===== config.mk =====
export PLATFORM = sky130hd
export DESIGN_NAME = privileged_trap_csr_unit
export DESIGN_NICKNAME = d
export VERILOG_FILES = /design/src/design/ptcu_pkg.sv /design/src/design/ptcu_core.sv /design/src/design/privileged_trap_csr_unit.sv
export VERILOG_INCLUDE_DIRS = /design/src /design/src/design
export SDC_FILE = /design/constraint.sdc
export NUM_CORES = 2
export LEC_CHECK = 0
export BUFFER_PORTS_ARGS = -buffer_cell sky130_fd_sc_hd__buf_2
export CAP_MARGIN = 20
export CORE_UTILIZATION = 53
export CTS_CLUSTER_SIZE = 24
export DETAILED_ROUTE_END_ITERATION = 8
export PLACE_DENSITY_LB_ADDON = 0.1
export SKIP_LAST_GASP = 1
export SYNTH_ARGS = -nofsm -noshare
export SYNTH_HDL_FRONTEND = slang
export SYNTH_SLANG_ARGS = --single-unit
export TNS_END_PERCENT = 10

===== constraint.sdc =====
create_clock -name i_clk -period 8.8 [get_ports i_clk]
set_input_delay 0.88 -clock i_clk [delete_from_list [all_inputs] [get_ports i_clk]]
set_output_delay 0.88 -clock i_clk [all_outputs]
set_load 0.005 [all_outputs]

===== src/design/privileged_trap_csr_unit_macros.svh =====
// assertion macros shared by the privileged trap unit modules
`ifndef PRIVILEGED_TRAP_CSR_UNIT_MACROS_SVH
`define PRIVILEGED_TRAP_CSR_UNIT_MACROS_SVH

// same-cycle implication, checked out of reset
`define PTCU_ASSERT_NOW(label, clk, rst_n, ante, cons, msg) \
    label: assert property (@(posedge clk) disable iff (!(rst_n)) (ante) |-> (cons)) \
        else $error(msg);

// next-cycle implication, checked out of reset
`define PTCU_ASSERT_NEXT(label, clk, rst_n, ante, cons, msg) \
    label: assert property (@(posedge clk) disable iff (!(rst_n)) (ante) |=> (cons)) \
        else $error(msg);

`endif


===== src/design/ptcu_pkg.sv =====
// types, codes and constants of the privileged trap and csr unit
`default_nettype none

package ptcu_pkg;

    // item opcodes
    localparam logic [3:0] OP_IRQ     = 4'd0;
    localparam logic [3:0] OP_CSR     = 4'd1;
    localparam logic [3:0] OP_ECALL   = 4'd2;
    localparam logic [3:0] OP_EBREAK  = 4'd3;
    localparam logic [3:0] OP_ILLEGAL = 4'd4;
    localparam logic [3:0] OP_SRET    = 4'd5;
    localparam logic [3:0] OP_MRET    = 4'd6;
    localparam logic [3:0] OP_WFI     = 4'd7;
    localparam logic [3:0] OP_CMP_LO  = 4'd8;
    localparam logic [3:0] OP_CMP_HI  = 4'd9;
    localparam logic [3:0] OP_EXT     = 4'd10;

    // csr access variants (funct3)
    localparam logic [2:0] VAR_NONE  = 3'd0;
    localparam logic [2:0] VAR_RW    = 3'd1;
    localparam logic [2:0] VAR_RS    = 3'd2;
    localparam logic [2:0] VAR_RC    = 3'd3;
    localparam logic [2:0] VAR_RSVD  = 3'd4;
    localparam logic [2:0] VAR_RWI   = 3'd5;
    localparam logic [2:0] VAR_RSI   = 3'd6;
    localparam logic [2:0] VAR_RCI   = 3'd7;

    // privilege levels
    localparam logic [1:0] PRIV_U = 2'd0;
    localparam logic [1:0] PRIV_S = 2'd1;
    localparam logic [1:0] PRIV_M = 2'd3;

    // csr addresses
    localparam logic [11:0] CSR_M_STATUS  = 12'h300;
    localparam logic [11:0] CSR_M_ISA     = 12'h301;
    localparam logic [11:0] CSR_M_EDELEG  = 12'h302;
    localparam logic [11:0] CSR_M_IDELEG  = 12'h303;
    localparam logic [11:0] CSR_M_IE      = 12'h304;
    localparam logic [11:0] CSR_M_TVEC    = 12'h305;
    localparam logic [11:0] CSR_M_SCRATCH = 12'h340;
    localparam logic [11:0] CSR_M_EPC     = 12'h341;
    localparam logic [11:0] CSR_M_CAUSE   = 12'h342;
    localparam logic [11:0] CSR_M_TVAL    = 12'h343;
    localparam logic [11:0] CSR_M_IP      = 12'h344;
    localparam logic [11:0] CSR_S_STATUS  = 12'h100;
    localparam logic [11:0] CSR_S_IE      = 12'h104;
    localparam logic [11:0] CSR_S_TVEC    = 12'h105;
    localparam logic [11:0] CSR_S_SCRATCH = 12'h140;
    localparam logic [11:0] CSR_S_EPC     = 12'h141;
    localparam logic [11:0] CSR_S_CAUSE   = 12'h142;
    localparam logic [11:0] CSR_S_TVAL    = 12'h143;
    localparam logic [11:0] CSR_S_IP      = 12'h144;
    localparam logic [11:0] CSR_S_ATP     = 12'h180;
    localparam logic [11:0] CSR_MHARTID_K = 12'hF11;
    localparam logic [11:0] CSR_CYCLE     = 12'hC00;
    localparam logic [11:0] CSR_TIME      = 12'hC01;
    localparam logic [11:0] CSR_INSTRET   = 12'hC02;
    localparam logic [11:0] CSR_MCYCLE    = 12'hB00;
    localparam logic [11:0] CSR_MTIME_K   = 12'hB01;
    localparam logic [11:0] CSR_MINSTRET  = 12'hB02;
    localparam logic [11:0] CSR_CYCLEH    = 12'hC80;
    localparam logic [11:0] CSR_TIMEH     = 12'hC81;
    localparam logic [11:0] CSR_INSTRETH  = 12'hC82;
    localparam logic [11:0] CSR_MCYCLEH   = 12'hB80;
    localparam logic [11:0] CSR_MTIMEH_K  = 12'hB81;
    localparam logic [11:0] CSR_MINSTRETH = 12'hB82;

    // read-only constant values
    localparam logic [31:0] MISA_VALUE    = 32'h4040_1101;
    localparam logic [31:0] F11_VALUE     = 32'hFF0F_F0FF;

    // trap register slots
    localparam logic [2:0] T_TVEC    = 3'd0;
    localparam logic [2:0] T_SCRATCH = 3'd1;
    localparam logic [2:0] T_EPC     = 3'd2;
    localparam logic [2:0] T_CAUSE   = 3'd3;
    localparam logic [2:0] T_TVAL    = 3'd4;
    localparam logic [2:0] T_SATP    = 3'd5;
    localparam int         M_REGS    = 5;
    localparam int         S_REGS    = 6;

    // status bit positions
    localparam int ST_SIE  = 1;
    localparam int ST_MIE  = 3;
    localparam int ST_SPIE = 5;
    localparam int ST_MPIE = 7;
    localparam int ST_SPP  = 8;
    localparam int ST_MPP  = 11;

    // pending bit positions
    localparam int IP_SEIP = 9;
    localparam int IP_MTIP = 7;
    localparam int IP_MEIP = 11;

    // exception causes
    localparam logic [31:0] CAUSE_ILLEGAL  = 32'd2;
    localparam logic [31:0] CAUSE_BREAK    = 32'd3;
    localparam logic [31:0] CAUSE_ECALL_U  = 32'd8;
    localparam logic [31:0] CAUSE_ECALL_S  = 32'd9;
    localparam logic [31:0] CAUSE_ECALL_M  = 32'd11;
    localparam logic [31:0] INTR_FLAG      = 32'h8000_0000;

    // interrupt priority, highest first
    localparam int         IRQ_COUNT = 6;
    localparam logic [4:0] IRQ_ORDER [IRQ_COUNT] = '{5'd11, 5'd3, 5'd7, 5'd9, 5'd1, 5'd5};

    // one input item
    typedef struct packed {
        logic [3:0]  opcode;
        logic [31:0] current_pc;
        logic [11:0] csr_number;
        logic [2:0]  csr_variant;
        logic [4:0]  source_index;
        logic [31:0] operand_value;
        logic [1:0]  ext_levels;
        logic [63:0] time_now;
    } t_item;

    // one result item
    typedef struct packed {
        logic        redirect;
        logic [31:0] next_pc;
        logic        trap_taken;
        logic [31:0] read_data;
        logic [1:0]  priv_level;
        logic        waiting;
    } t_result;

endpackage

`default_nettype wire


===== src/design/ptcu_core.sv =====
// architectural state of the trap unit and its single-pass update
`default_nettype none
`include "privileged_trap_csr_unit_macros.svh"

module ptcu_core import ptcu_pkg::*; (
    input  wire logic    i_clk,
    input  wire logic    i_rst_n,
    input  wire logic    i_fire,
    input  wire t_item   i_item,
    output t_result      o_result
);

    logic [31:0] r_status, n_status;
    logic [31:0] r_ie, n_ie;
    logic [31:0] r_ip, n_ip;
    logic [31:0] r_medeleg, n_medeleg;
    logic [31:0] r_mideleg, n_mideleg;
    logic [31:0] r_mtrap [M_REGS];
    logic [31:0] n_mtrap [M_REGS];
    logic [31:0] r_strap [S_REGS];
    logic [31:0] n_strap [S_REGS];
    logic [1:0]  r_priv, n_priv;
    logic        r_wfi, n_wfi;
    logic [63:0] r_tcmp, n_tcmp;

    // timer check and interrupt selection
    logic [31:0] ip_chk;
    logic [31:0] pend;
    logic        irq_found;
    logic [4:0]  irq_sel;

    always_comb begin
        ip_chk         = r_ip;
        ip_chk[IP_MTIP] = (i_item.time_now >= r_tcmp);
        pend           = ip_chk & r_ie;
        irq_found      = 1'b0;
        irq_sel        = 5'd0;
        for (int i = 0; i < IRQ_COUNT; i++) begin
            if (!irq_found && pend[IRQ_ORDER[i]]) begin
                if (r_mideleg[IRQ_ORDER[i]]) begin
                    if (r_priv == PRIV_U || (r_priv == PRIV_S && r_status[ST_SIE])) begin
                        irq_found = 1'b1;
                        irq_sel   = IRQ_ORDER[i];
                    end
                end else if (r_priv != PRIV_M || r_status[ST_MIE]) begin
                    irq_found = 1'b1;
                    irq_sel   = IRQ_ORDER[i];
                end
            end
        end
    end

    // csr read mux
    logic [31:0] csr_old;

    always_comb begin
        case (i_item.csr_number)
            CSR_M_STATUS, CSR_S_STATUS: csr_old = r_status;
            CSR_M_EDELEG:             csr_old = r_medeleg;
            CSR_M_IDELEG:             csr_old = r_mideleg;
            CSR_M_IE, CSR_S_IE:       csr_old = r_ie;
            CSR_M_IP, CSR_S_IP:       csr_old = r_ip;
            CSR_M_TVEC:               csr_old = r_mtrap[T_TVEC];
            CSR_M_SCRATCH:            csr_old = r_mtrap[T_SCRATCH];
            CSR_M_EPC:                csr_old = r_mtrap[T_EPC];
            CSR_M_CAUSE:              csr_old = r_mtrap[T_CAUSE];
            CSR_M_TVAL:               csr_old = r_mtrap[T_TVAL];
            CSR_S_TVEC:               csr_old = r_strap[T_TVEC];
            CSR_S_SCRATCH:            csr_old = r_strap[T_SCRATCH];
            CSR_S_EPC:                csr_old = r_strap[T_EPC];
            CSR_S_CAUSE:              csr_old = r_strap[T_CAUSE];
            CSR_S_TVAL:               csr_old = r_strap[T_TVAL];
            CSR_S_ATP:                csr_old = r_strap[T_SATP];
            CSR_M_ISA:                csr_old = MISA_VALUE;
            CSR_MHARTID_K:            csr_old = F11_VALUE;
            CSR_CYCLE, CSR_TIME, CSR_INSTRET,
            CSR_MCYCLE, CSR_MTIME_K, CSR_MINSTRET:
                                      csr_old = i_item.time_now[31:0];
            CSR_CYCLEH, CSR_TIMEH, CSR_INSTRETH,
            CSR_MCYCLEH, CSR_MTIMEH_K, CSR_MINSTRETH:
                                      csr_old = i_item.time_now[63:32];
            default:                  csr_old = '0;
        endcase
    end

    // csr new value and write condition
    logic [31:0] csr_new;
    logic [31:0] imm;
    logic        csr_we;

    always_comb begin
        imm = {27'd0, i_item.source_index};
        case (i_item.csr_variant)
            VAR_RW:  csr_new = i_item.operand_value;
            VAR_RS:  csr_new = csr_old | i_item.operand_value;
            VAR_RC:  csr_new = csr_old & ~i_item.operand_value;
            VAR_RWI: csr_new = imm;
            VAR_RSI: csr_new = csr_old | imm;
            VAR_RCI: csr_new = csr_old & ~imm;
            default: csr_new = csr_old;
        endcase
        csr_we = (i_item.csr_variant == VAR_RW) || (i_item.csr_variant == VAR_RWI) ||
                 ((i_item.source_index != 5'd0) && (i_item.csr_variant != VAR_NONE) &&
                  (i_item.csr_variant != VAR_RSVD));
    end

    // main next-state pass
    logic        held;
    logic        trap_req;
    logic [31:0] trap_cause;
    logic [31:0] trap_tval;
    logic        trap_intr;
    logic [4:0]  trap_idx;
    logic [31:0] trap_deleg;
    logic        trap_to_s;
    logic [31:0] trap_vec;

    always_comb begin
        n_status  = r_status;
        n_ie      = r_ie;
        n_ip      = r_ip;
        n_medeleg = r_medeleg;
        n_mideleg = r_mideleg;
        n_mtrap   = r_mtrap;
        n_strap   = r_strap;
        n_priv    = r_priv;
        n_wfi     = r_wfi;
        n_tcmp    = r_tcmp;
        o_result  = '0;
        trap_req  = 1'b0;
        trap_cause = '0;
        trap_tval  = '0;
        held = r_wfi && (i_item.opcode >= OP_CSR) && (i_item.opcode <= OP_WFI);

        case (i_item.opcode)
            OP_IRQ: begin
                n_ip = ip_chk;
                if (irq_found) begin
                    trap_req   = 1'b1;
                    trap_cause = INTR_FLAG | {27'd0, irq_sel};
                end
            end
            OP_CSR: begin
                if (!held) begin
                    o_result.read_data = csr_old;
                    if (csr_we) begin
                        case (i_item.csr_number)
                            CSR_M_STATUS, CSR_S_STATUS: n_status = csr_new;
                            CSR_M_EDELEG:  n_medeleg          = csr_new;
                            CSR_M_IDELEG:  n_mideleg          = csr_new;
                            CSR_M_IE, CSR_S_IE: n_ie          = csr_new;
                            CSR_M_IP, CSR_S_IP: n_ip          = csr_new;
                            CSR_M_TVEC:    n_mtrap[T_TVEC]    = csr_new;
                            CSR_M_SCRATCH: n_mtrap[T_SCRATCH] = csr_new;
                            CSR_M_EPC:     n_mtrap[T_EPC]     = csr_new;
                            CSR_M_CAUSE:   n_mtrap[T_CAUSE]   = csr_new;
                            CSR_M_TVAL:    n_mtrap[T_TVAL]    = csr_new;
                            CSR_S_TVEC:    n_strap[T_TVEC]    = csr_new;
                            CSR_S_SCRATCH: n_strap[T_SCRATCH] = csr_new;
                            CSR_S_EPC:     n_strap[T_EPC]     = csr_new;
                            CSR_S_CAUSE:   n_strap[T_CAUSE]   = csr_new;
                            CSR_S_TVAL:    n_strap[T_TVAL]    = csr_new;
                            CSR_S_ATP:     n_strap[T_SATP]    = csr_new;
                            default: ;
                        endcase
                    end
                end
            end
            OP_ECALL: begin
                if (!held) begin
                    trap_req = 1'b1;
                    if (r_priv == PRIV_M)      trap_cause = CAUSE_ECALL_M;
                    else if (r_priv == PRIV_S) trap_cause = CAUSE_ECALL_S;
                    else                       trap_cause = CAUSE_ECALL_U;
                end
            end
            OP_EBREAK: begin
                if (!held) begin
                    trap_req   = 1'b1;
                    trap_cause = CAUSE_BREAK;
                    trap_tval  = i_item.current_pc;
                end
            end
            OP_ILLEGAL: begin
                if (!held) begin
                    trap_req   = 1'b1;
                    trap_cause = CAUSE_ILLEGAL;
                    trap_tval  = i_item.operand_value;
                end
            end
            OP_SRET: begin
                if (!held) begin
                    n_status[ST_SIE]  = r_status[ST_SPIE];
                    n_status[ST_SPIE] = 1'b1;
                    n_status[ST_SPP]  = 1'b0;
                    n_priv            = {1'b0, r_status[ST_SPP]};
                    o_result.redirect = 1'b1;
                    o_result.next_pc  = r_strap[T_EPC];
                end
            end
            OP_MRET: begin
                if (!held) begin
                    n_status[ST_MIE]            = r_status[ST_MPIE];
                    n_status[ST_MPIE]           = 1'b1;
                    n_status[ST_MPP+1:ST_MPP]   = 2'b00;
                    n_priv                      = r_status[ST_MPP+1:ST_MPP];
                    o_result.redirect           = 1'b1;
                    o_result.next_pc            = r_mtrap[T_EPC];
                end
            end
            OP_WFI: begin
                if (!held) begin
                    n_status[ST_MIE] = 1'b1;
                    n_wfi            = 1'b1;
                end
            end
            OP_CMP_LO: n_tcmp[31:0]  = i_item.operand_value;
            OP_CMP_HI: n_tcmp[63:32] = i_item.operand_value;
            OP_EXT: begin
                n_ip[IP_MEIP] = i_item.ext_levels[0];
                n_ip[IP_SEIP] = i_item.ext_levels[1];
            end
            default: ;
        endcase

        // trap entry, delegated to s mode or taken in m mode
        trap_intr  = trap_cause[31];
        trap_idx   = trap_cause[4:0];
        trap_deleg = trap_intr ? r_mideleg : r_medeleg;
        trap_to_s  = (r_priv != PRIV_M) && trap_deleg[trap_idx];
        trap_vec   = trap_to_s ? r_strap[T_TVEC] : r_mtrap[T_TVEC];
        if (trap_req) begin
            n_wfi = 1'b0;
            if (trap_to_s) begin
                n_strap[T_EPC]    = i_item.current_pc;
                n_strap[T_CAUSE]  = trap_cause;
                n_strap[T_TVAL]   = trap_tval;
                n_status[ST_SIE]  = 1'b0;
                n_status[ST_SPIE] = r_status[ST_SIE];
                n_status[ST_SPP]  = r_priv[0];
                n_priv            = PRIV_S;
            end else begin
                n_mtrap[T_EPC]            = i_item.current_pc;
                n_mtrap[T_CAUSE]          = trap_cause;
                n_mtrap[T_TVAL]           = trap_tval;
                n_status[ST_MIE]          = 1'b0;
                n_status[ST_MPIE]         = r_status[ST_MIE];
                n_status[ST_MPP+1:ST_MPP] = r_priv;
                n_priv                    = PRIV_M;
            end
            o_result.redirect   = 1'b1;
            o_result.trap_taken = 1'b1;
            if (trap_intr && trap_vec[0]) begin
                o_result.next_pc = {trap_vec[31:2], 2'b00} + {25'd0, trap_idx, 2'b00};
            end else begin
                o_result.next_pc = {trap_vec[31:2], 2'b00};
            end
        end

        o_result.priv_level = n_priv;
        o_result.waiting    = n_wfi;
    end

    // state registers
    always_ff @(posedge i_clk) begin
        if (!i_rst_n) begin
            r_status  <= '0;
            r_ie      <= '0;
            r_ip      <= '0;
            r_medeleg <= '0;
            r_mideleg <= '0;
            r_mtrap   <= '{default: '0};
            r_strap   <= '{default: '0};
            r_priv    <= PRIV_M;
            r_wfi     <= 1'b0;
            r_tcmp    <= '1;
        end else if (i_fire) begin
            r_status  <= n_status;
            r_ie      <= n_ie;
            r_ip      <= n_ip;
            r_medeleg <= n_medeleg;
            r_mideleg <= n_mideleg;
            r_mtrap   <= n_mtrap;
            r_strap   <= n_strap;
            r_priv    <= n_priv;
            r_wfi     <= n_wfi;
            r_tcmp    <= n_tcmp;
        end
    end

    // a trap always clears the wait flag and lands in s or m mode
    `PTCU_ASSERT_NEXT(a_trap_clears_wfi, i_clk, i_rst_n, i_fire && trap_req, !r_wfi, "trap left wfi set")
    `PTCU_ASSERT_NEXT(a_trap_priv, i_clk, i_rst_n, i_fire && trap_req, (r_priv == PRIV_S) || (r_priv == PRIV_M), "trap entered a bad privilege")

endmodule

`default_nettype wire


===== src/design/privileged_trap_csr_unit.sv =====
// top level of the privileged trap and csr unit: input and result registers around the core
`default_nettype none
`include "privileged_trap_csr_unit_macros.svh"

// Each accepted item is captured in an input register, its full effect on the trap CSRs,
// privilege and WFI state is worked out by the core, and exactly one result item lands in
// the output register once that register is empty or being taken. While results are taken,
// the block sustains one item per cycle, set by the single state update pass in the core,
// which the following item sees. While a result waits to be taken, one more item is still
// accepted into the input register.

module privileged_trap_csr_unit import ptcu_pkg::*; (
    input  wire logic        i_clk,
    input  wire logic        i_rst_n,
    input  wire logic        i_in_valid,
    output logic             o_in_ready,
    input  wire logic [3:0]  i_opcode,
    input  wire logic [31:0] i_current_pc,
    input  wire logic [11:0] i_csr_number,
    input  wire logic [2:0]  i_csr_variant,
    input  wire logic [4:0]  i_source_index,
    input  wire logic [31:0] i_operand_value,
    input  wire logic [1:0]  i_ext_levels,
    input  wire logic [63:0] i_time_now,
    output logic             o_out_valid,
    input  wire logic        i_out_ready,
    output logic             o_redirect,
    output logic [31:0]      o_next_pc,
    output logic             o_trap_taken,
    output logic [31:0]      o_read_data,
    output logic [1:0]       o_priv_level,
    output logic             o_waiting
);

    t_item   r_item;
    logic    r_in_vld;
    t_result r_res;
    logic    r_out_vld;
    t_result core_res;
    logic    advance;

    // item moves from the input register into the result register
    assign advance    = r_in_vld && (!r_out_vld || i_out_ready);
    assign o_in_ready = !r_in_vld || advance;

    // input register
    always_ff @(posedge i_clk) begin
        if (!i_rst_n) begin
            r_in_vld <= 1'b0;
        end else if (o_in_ready) begin
            r_in_vld <= i_in_valid;
        end
    end

    always_ff @(posedge i_clk) begin
        if (o_in_ready && i_in_valid) begin
            r_item.opcode        <= i_opcode;
            r_item.current_pc    <= i_current_pc;
            r_item.csr_number    <= i_csr_number;
            r_item.csr_variant   <= i_csr_variant;
            r_item.source_index  <= i_source_index;
            r_item.operand_value <= i_operand_value;
            r_item.ext_levels    <= i_ext_levels;
            r_item.time_now      <= i_time_now;
        end
    end

    ptcu_core u_core (
        .i_clk    (i_clk),
        .i_rst_n  (i_rst_n),
        .i_fire   (advance),
        .i_item   (r_item),
        .o_result (core_res)
    );

    // result register
    always_ff @(posedge i_clk) begin
        if (!i_rst_n) begin
            r_out_vld <= 1'b0;
        end else if (advance) begin
            r_out_vld <= 1'b1;
        end else if (i_out_ready) begin
            r_out_vld <= 1'b0;
        end
    end

    always_ff @(posedge i_clk) begin
        if (advance) begin
            r_res <= core_res;
        end
    end

    assign o_out_valid  = r_out_vld;
    assign o_redirect   = r_res.redirect;
    assign o_next_pc    = r_res.next_pc;
    assign o_trap_taken = r_res.trap_taken;
    assign o_read_data  = r_res.read_data;
    assign o_priv_level = r_res.priv_level;
    assign o_waiting    = r_res.waiting;

    // pending item holds while the result side is stalled
    `PTCU_ASSERT_NEXT(a_in_hold, i_clk, i_rst_n, r_in_vld && r_out_vld && !i_out_ready, r_in_vld, "input item dropped under stall")
    // input side only backs up when both registers are full
    `PTCU_ASSERT_NOW(a_ready_low, i_clk, i_rst_n, !o_in_ready, r_in_vld && r_out_vld && !i_out_ready, "input stalled without cause")
    // a trap result always redirects
    `PTCU_ASSERT_NOW(a_trap_redirect, i_clk, i_rst_n, r_out_vld && r_res.trap_taken, r_res.redirect, "trap without redirect")

endmodule

`default_nettype wire


==> reports/metrics.json <==
{
  "timing.hold.worst.class": "input port to register",
  "cts-buffers-inserted": 86,
  "fin_skew_ns": 0.0264,
  "synthesis.area_mm2": 0.0373,
  "die_area_mm2": 0.0714,
  "cp.arrival_ns": 7.52,
  "result_of_the_run": "completed",
  "most_instantiated_flip_flop_cell_in_the_synthesis_netlist": "dfxtp_1",
  "cts.repair_timing.setup_buffer_count": 0,
  "yosys.area.top_type": "dfxtp_1",
  "cp_common_cell": "o21ai_1",
  "timing.critical_path.fanout_max": 58,
  "p_leak_nw": 15.7,
  "crit_path_end_kind": "register",
  "synth-edff-count": 223,
  "critPathTopFamily": "compound AO/OA/AOI/OAI gates",
  "synth.lib_cells_used.distinct": 72,
  "critical-path-slowest-cell": "o21ai_1",
  "critPathKind": "register to register",
  "postCtsHoldBufs": 0,
  "vdd_ir_drop_max_uv": 158,
  "number_of_maximum_capacitance_violations": 0,
  "dpl.hpwl_um": 96400,
  "clk_latency_ns": 0.65,
  "number_of_failing_setup_endpoints_in_the_final_timing_report": 0,
  "cts_sinks": 804,
  "nFillCells": 5960,
  "cp.required_ns": 9.16,
  "critical-path-max-stage-delay_ns": 0.68,
  "rsz0062_at_grt": "false",
  "antenna_violations_before_repair": 2,
  "final_net_count": 4386,
  "synth.area.top_cells": "dfxtp_1, edfxtp_1, nand2_1, a21boi_0, a22oi_1",
  "post-route-period-util": 0.813,
  "drt-pass1-iter-count": 6,
  "grtUsageTotal": 0.422,
  "stdcell_area_mm2": 0.0421,
  "post_route_setup_tns_ns": 0,
  "cts_root_buf": "clkbuf_16",
  "utilization": 0.610,
  "crit_path_cell_trace": "ha_1 -> nand4_1 -> nor3_1 -> a221oi_1 -> o21ai_1 -> o21ai_1 -> a31oi_1 -> a221oi_1 -> a2111oi_4 -> a21oi_4 -> buf_4 -> mux2_2 -> ha_1 -> a21oi_1 -> nor2b_1 -> o21ai_1 -> nor3_1 -> xor2_1 -> a222oi_1 -> o21ai_1",
  "final_common_cell": "nand2_1",
  "postSynth.asyncResetShare": 0,
  "cts.clk_slew.worst_paths_ns": 0.06,
  "worstSetupStartpointType": "register",
  "yosysTopAreaCellShare": 0.312,
  "finalHoldViolCount": 0,
  "max_freq_mhz": 140,
  "reg2reg_depth": 20,
  "final_cell_mix": "nand2_1, dfxtp_1, a21boi_0, o21ai_0, buf_2",
  "routed-via-count": 34700,
  "grt_pass1_vias": 32000,
  "maximum_number_of_pins_on_one_net_before_global_route_repair": 231,
  "syn_area_per_cell_um2": 9.10,
  "core_area_mm2": 0.0691,
  "synth.ff_latch_count": 804,
  "port_buffers": 228,
  "critical_path.n_buffers_inverters": 1,
  "core.rowCount": 96,
  "synthesis.nets": 4322,
  "cts-root-to-sink-buffers": 3,
  "postRouteAntennaNets": 0,
  "power.density_cell_area_mw_per_mm2": 191,
  "gr-total-overflow": 0,
  "htree_num_levels": 3,
  "critical_path_depth": 20,
  "timing.max_slew.rel_slack": 0.169,
  "final_period_minus_worst_setup_slack_ns": 7.16,
  "syn2layout_area_growth_pct": 13.1,
  "drt-total-wl_um": 154000,
  "timing.hold.worst_path_depth": 1,
  "final_routed_wire_length_divided_by_cell_count_um": 29.8,
  "dpl_cell_area_mm2": 0.0393,
  "fp.dieH_um": 267,
  "drive_gt1_frac": 0.130,
  "via_per_inst": 6.73,
  "tightest_slew_ns": 1.24,
  "yosys_warnings": 0,
  "post_synth_inst_count": 4095,
  "synth.yosys.seq_area_share": 0.492,
  "tritoncts": "yes",
  "timing.final.max_slew_violations": 0,
  "drt_drc_violations_left": 0,
  "regToRegSetupSlack_ns": 1.64,
  "fp.dieW_um": 267,
  "pin_count": 229,
  "routability_driven_placement_congestion_ratio": 0.963,
  "post_cts_gate_resize_count": 0,
  "floorplan.initialDensity": 0.540,
  "first_pass_grt_wire_length_um": 219000,
  "dr.first_iter.drc_count": 5087
}
==> synth_stat cells, drive strengths merged, types with 57 or more instances <==
library cell / number
dfxtp: 581
a221oi: 110
a22o: 84
o21ai: 253
o211ai: 72
a21boi: 268
buf: 58
clkbuf: 291
o22ai: 86
inv: 93
ha: 68
a21oi: 203
a22oi: 211
nor2: 118
nand2: 817
edfxtp: 223
nand4: 57
nor2b: 89
==> worst reg2reg max path: stages (launching register included) <==
cell and delay, ns:
edfxtp_1 0.42, ha_1 0.35, nand4_1 0.20, nor3_1 0.19, a221oi_1 0.61, o21ai_1 0.22
o21ai_1 0.68, a31oi_1 0.45, a221oi_1 0.56, a2111oi_4 0.07, a21oi_4 0.20, buf_4 0.56
mux2_2 0.42, ha_1 0.33, a21oi_1 0.16, nor2b_1 0.08, o21ai_1 0.62, nor3_1 0.15
xor2_1 0.18, a222oi_1 0.31, o21ai_1 0.11
==> where the power goes <==
group / internal [mW] / switching, mW
combinational: 0.130 / 0.280
sequential: 3.88 / 0.0821
clock: 2.13 / 1.54
total: 6.13 / 1.90
==> cells by family (layout without fill, tap and decap cells) <==
family,after synthesis,count (layout),share of synthesized area
flops,804,804,0.492
xor+xnor,45,45,0.0106
compound gates,1418,1418,0.266
fa+ha+maj,69,69,0.0234
other cells,0,1,0
mux,33,33,0.00916
buf+inv,444,579,0.0467
simple gates,1282,1282,0.152
==> area by class of cell <==
class / count / area (µm²) / area share
Timing Repair Buffer: 325 / 1920 / 0.0456
Inverter: 95 / 364 / 0.00864
Antenna cell: 1 / 2.50 / 0.0000594
Clock buffer: 135 / 2610 / 0.0620
Tap cell: 931 / 1160 / 0.0276
Clock inverter: 24 / 215 / 0.00511
Sequential cell: 804 / 18300 / 0.435
Multi-Input combinational cell: 2847 / 17500 / 0.416
==> routing by layer <==
metal  routed length [µm]  part of all wire  global-route usage
met4                15400              0.10               0.366
met1                55300              0.36               0.509
met2                68300              0.44               0.647
met5                   14          0.000091                   0
met3                15000             0.098              0.0790
==> per-stage QoR <==
stage / setup WS, ns / std cells / total power [mW] / hold slack [ns]
after floorplan: 3.24 / 4095 / 4.22 / 0.440
after global placement: 2.10 / 4998 / 4.43 / 0.450
after detailed placement: 1.93 / 5002 / 4.43 / 0.456
after CTS: 1.86 / 5161 / 8.03 / 0.389
after global routing: 1.31 / 5161 / 8.21 / 0.393
final: 1.64 / 5162 / 8.04 / 0.403
==> flip-flops by register name, indices dropped and copies added (netlist names) <==
signal	cells
u_core.r_ip	32
u_core.r_tcmp	64
o_next_pc	32
o_redirect	1
u_core.r_priv	2
u_core.r_strap	192
o_waiting	1
r_in_vld	1
u_core.r_mtrap	160
o_out_valid	1
r_item	154
u_core.r_mideleg	32
o_read_data	32
u_core.r_medeleg	32
u_core.r_ie	32
o_trap_taken	1
u_core.r_wfi	1
u_core.r_status	32
o_priv_level	2
==> path summary, 6_finish.rpt <==
kind | startpoint | end
worst max-delay path | r_item[59] | o_next_pc[10]
worst min register to register | u_core.r_strap[8] | u_core.r_strap[8]
worst min-delay path | i_time_now[4] | r_item[4]
worst max register to register | r_item[59] | o_next_pc[10]
(Power assumes the default switching activity.)
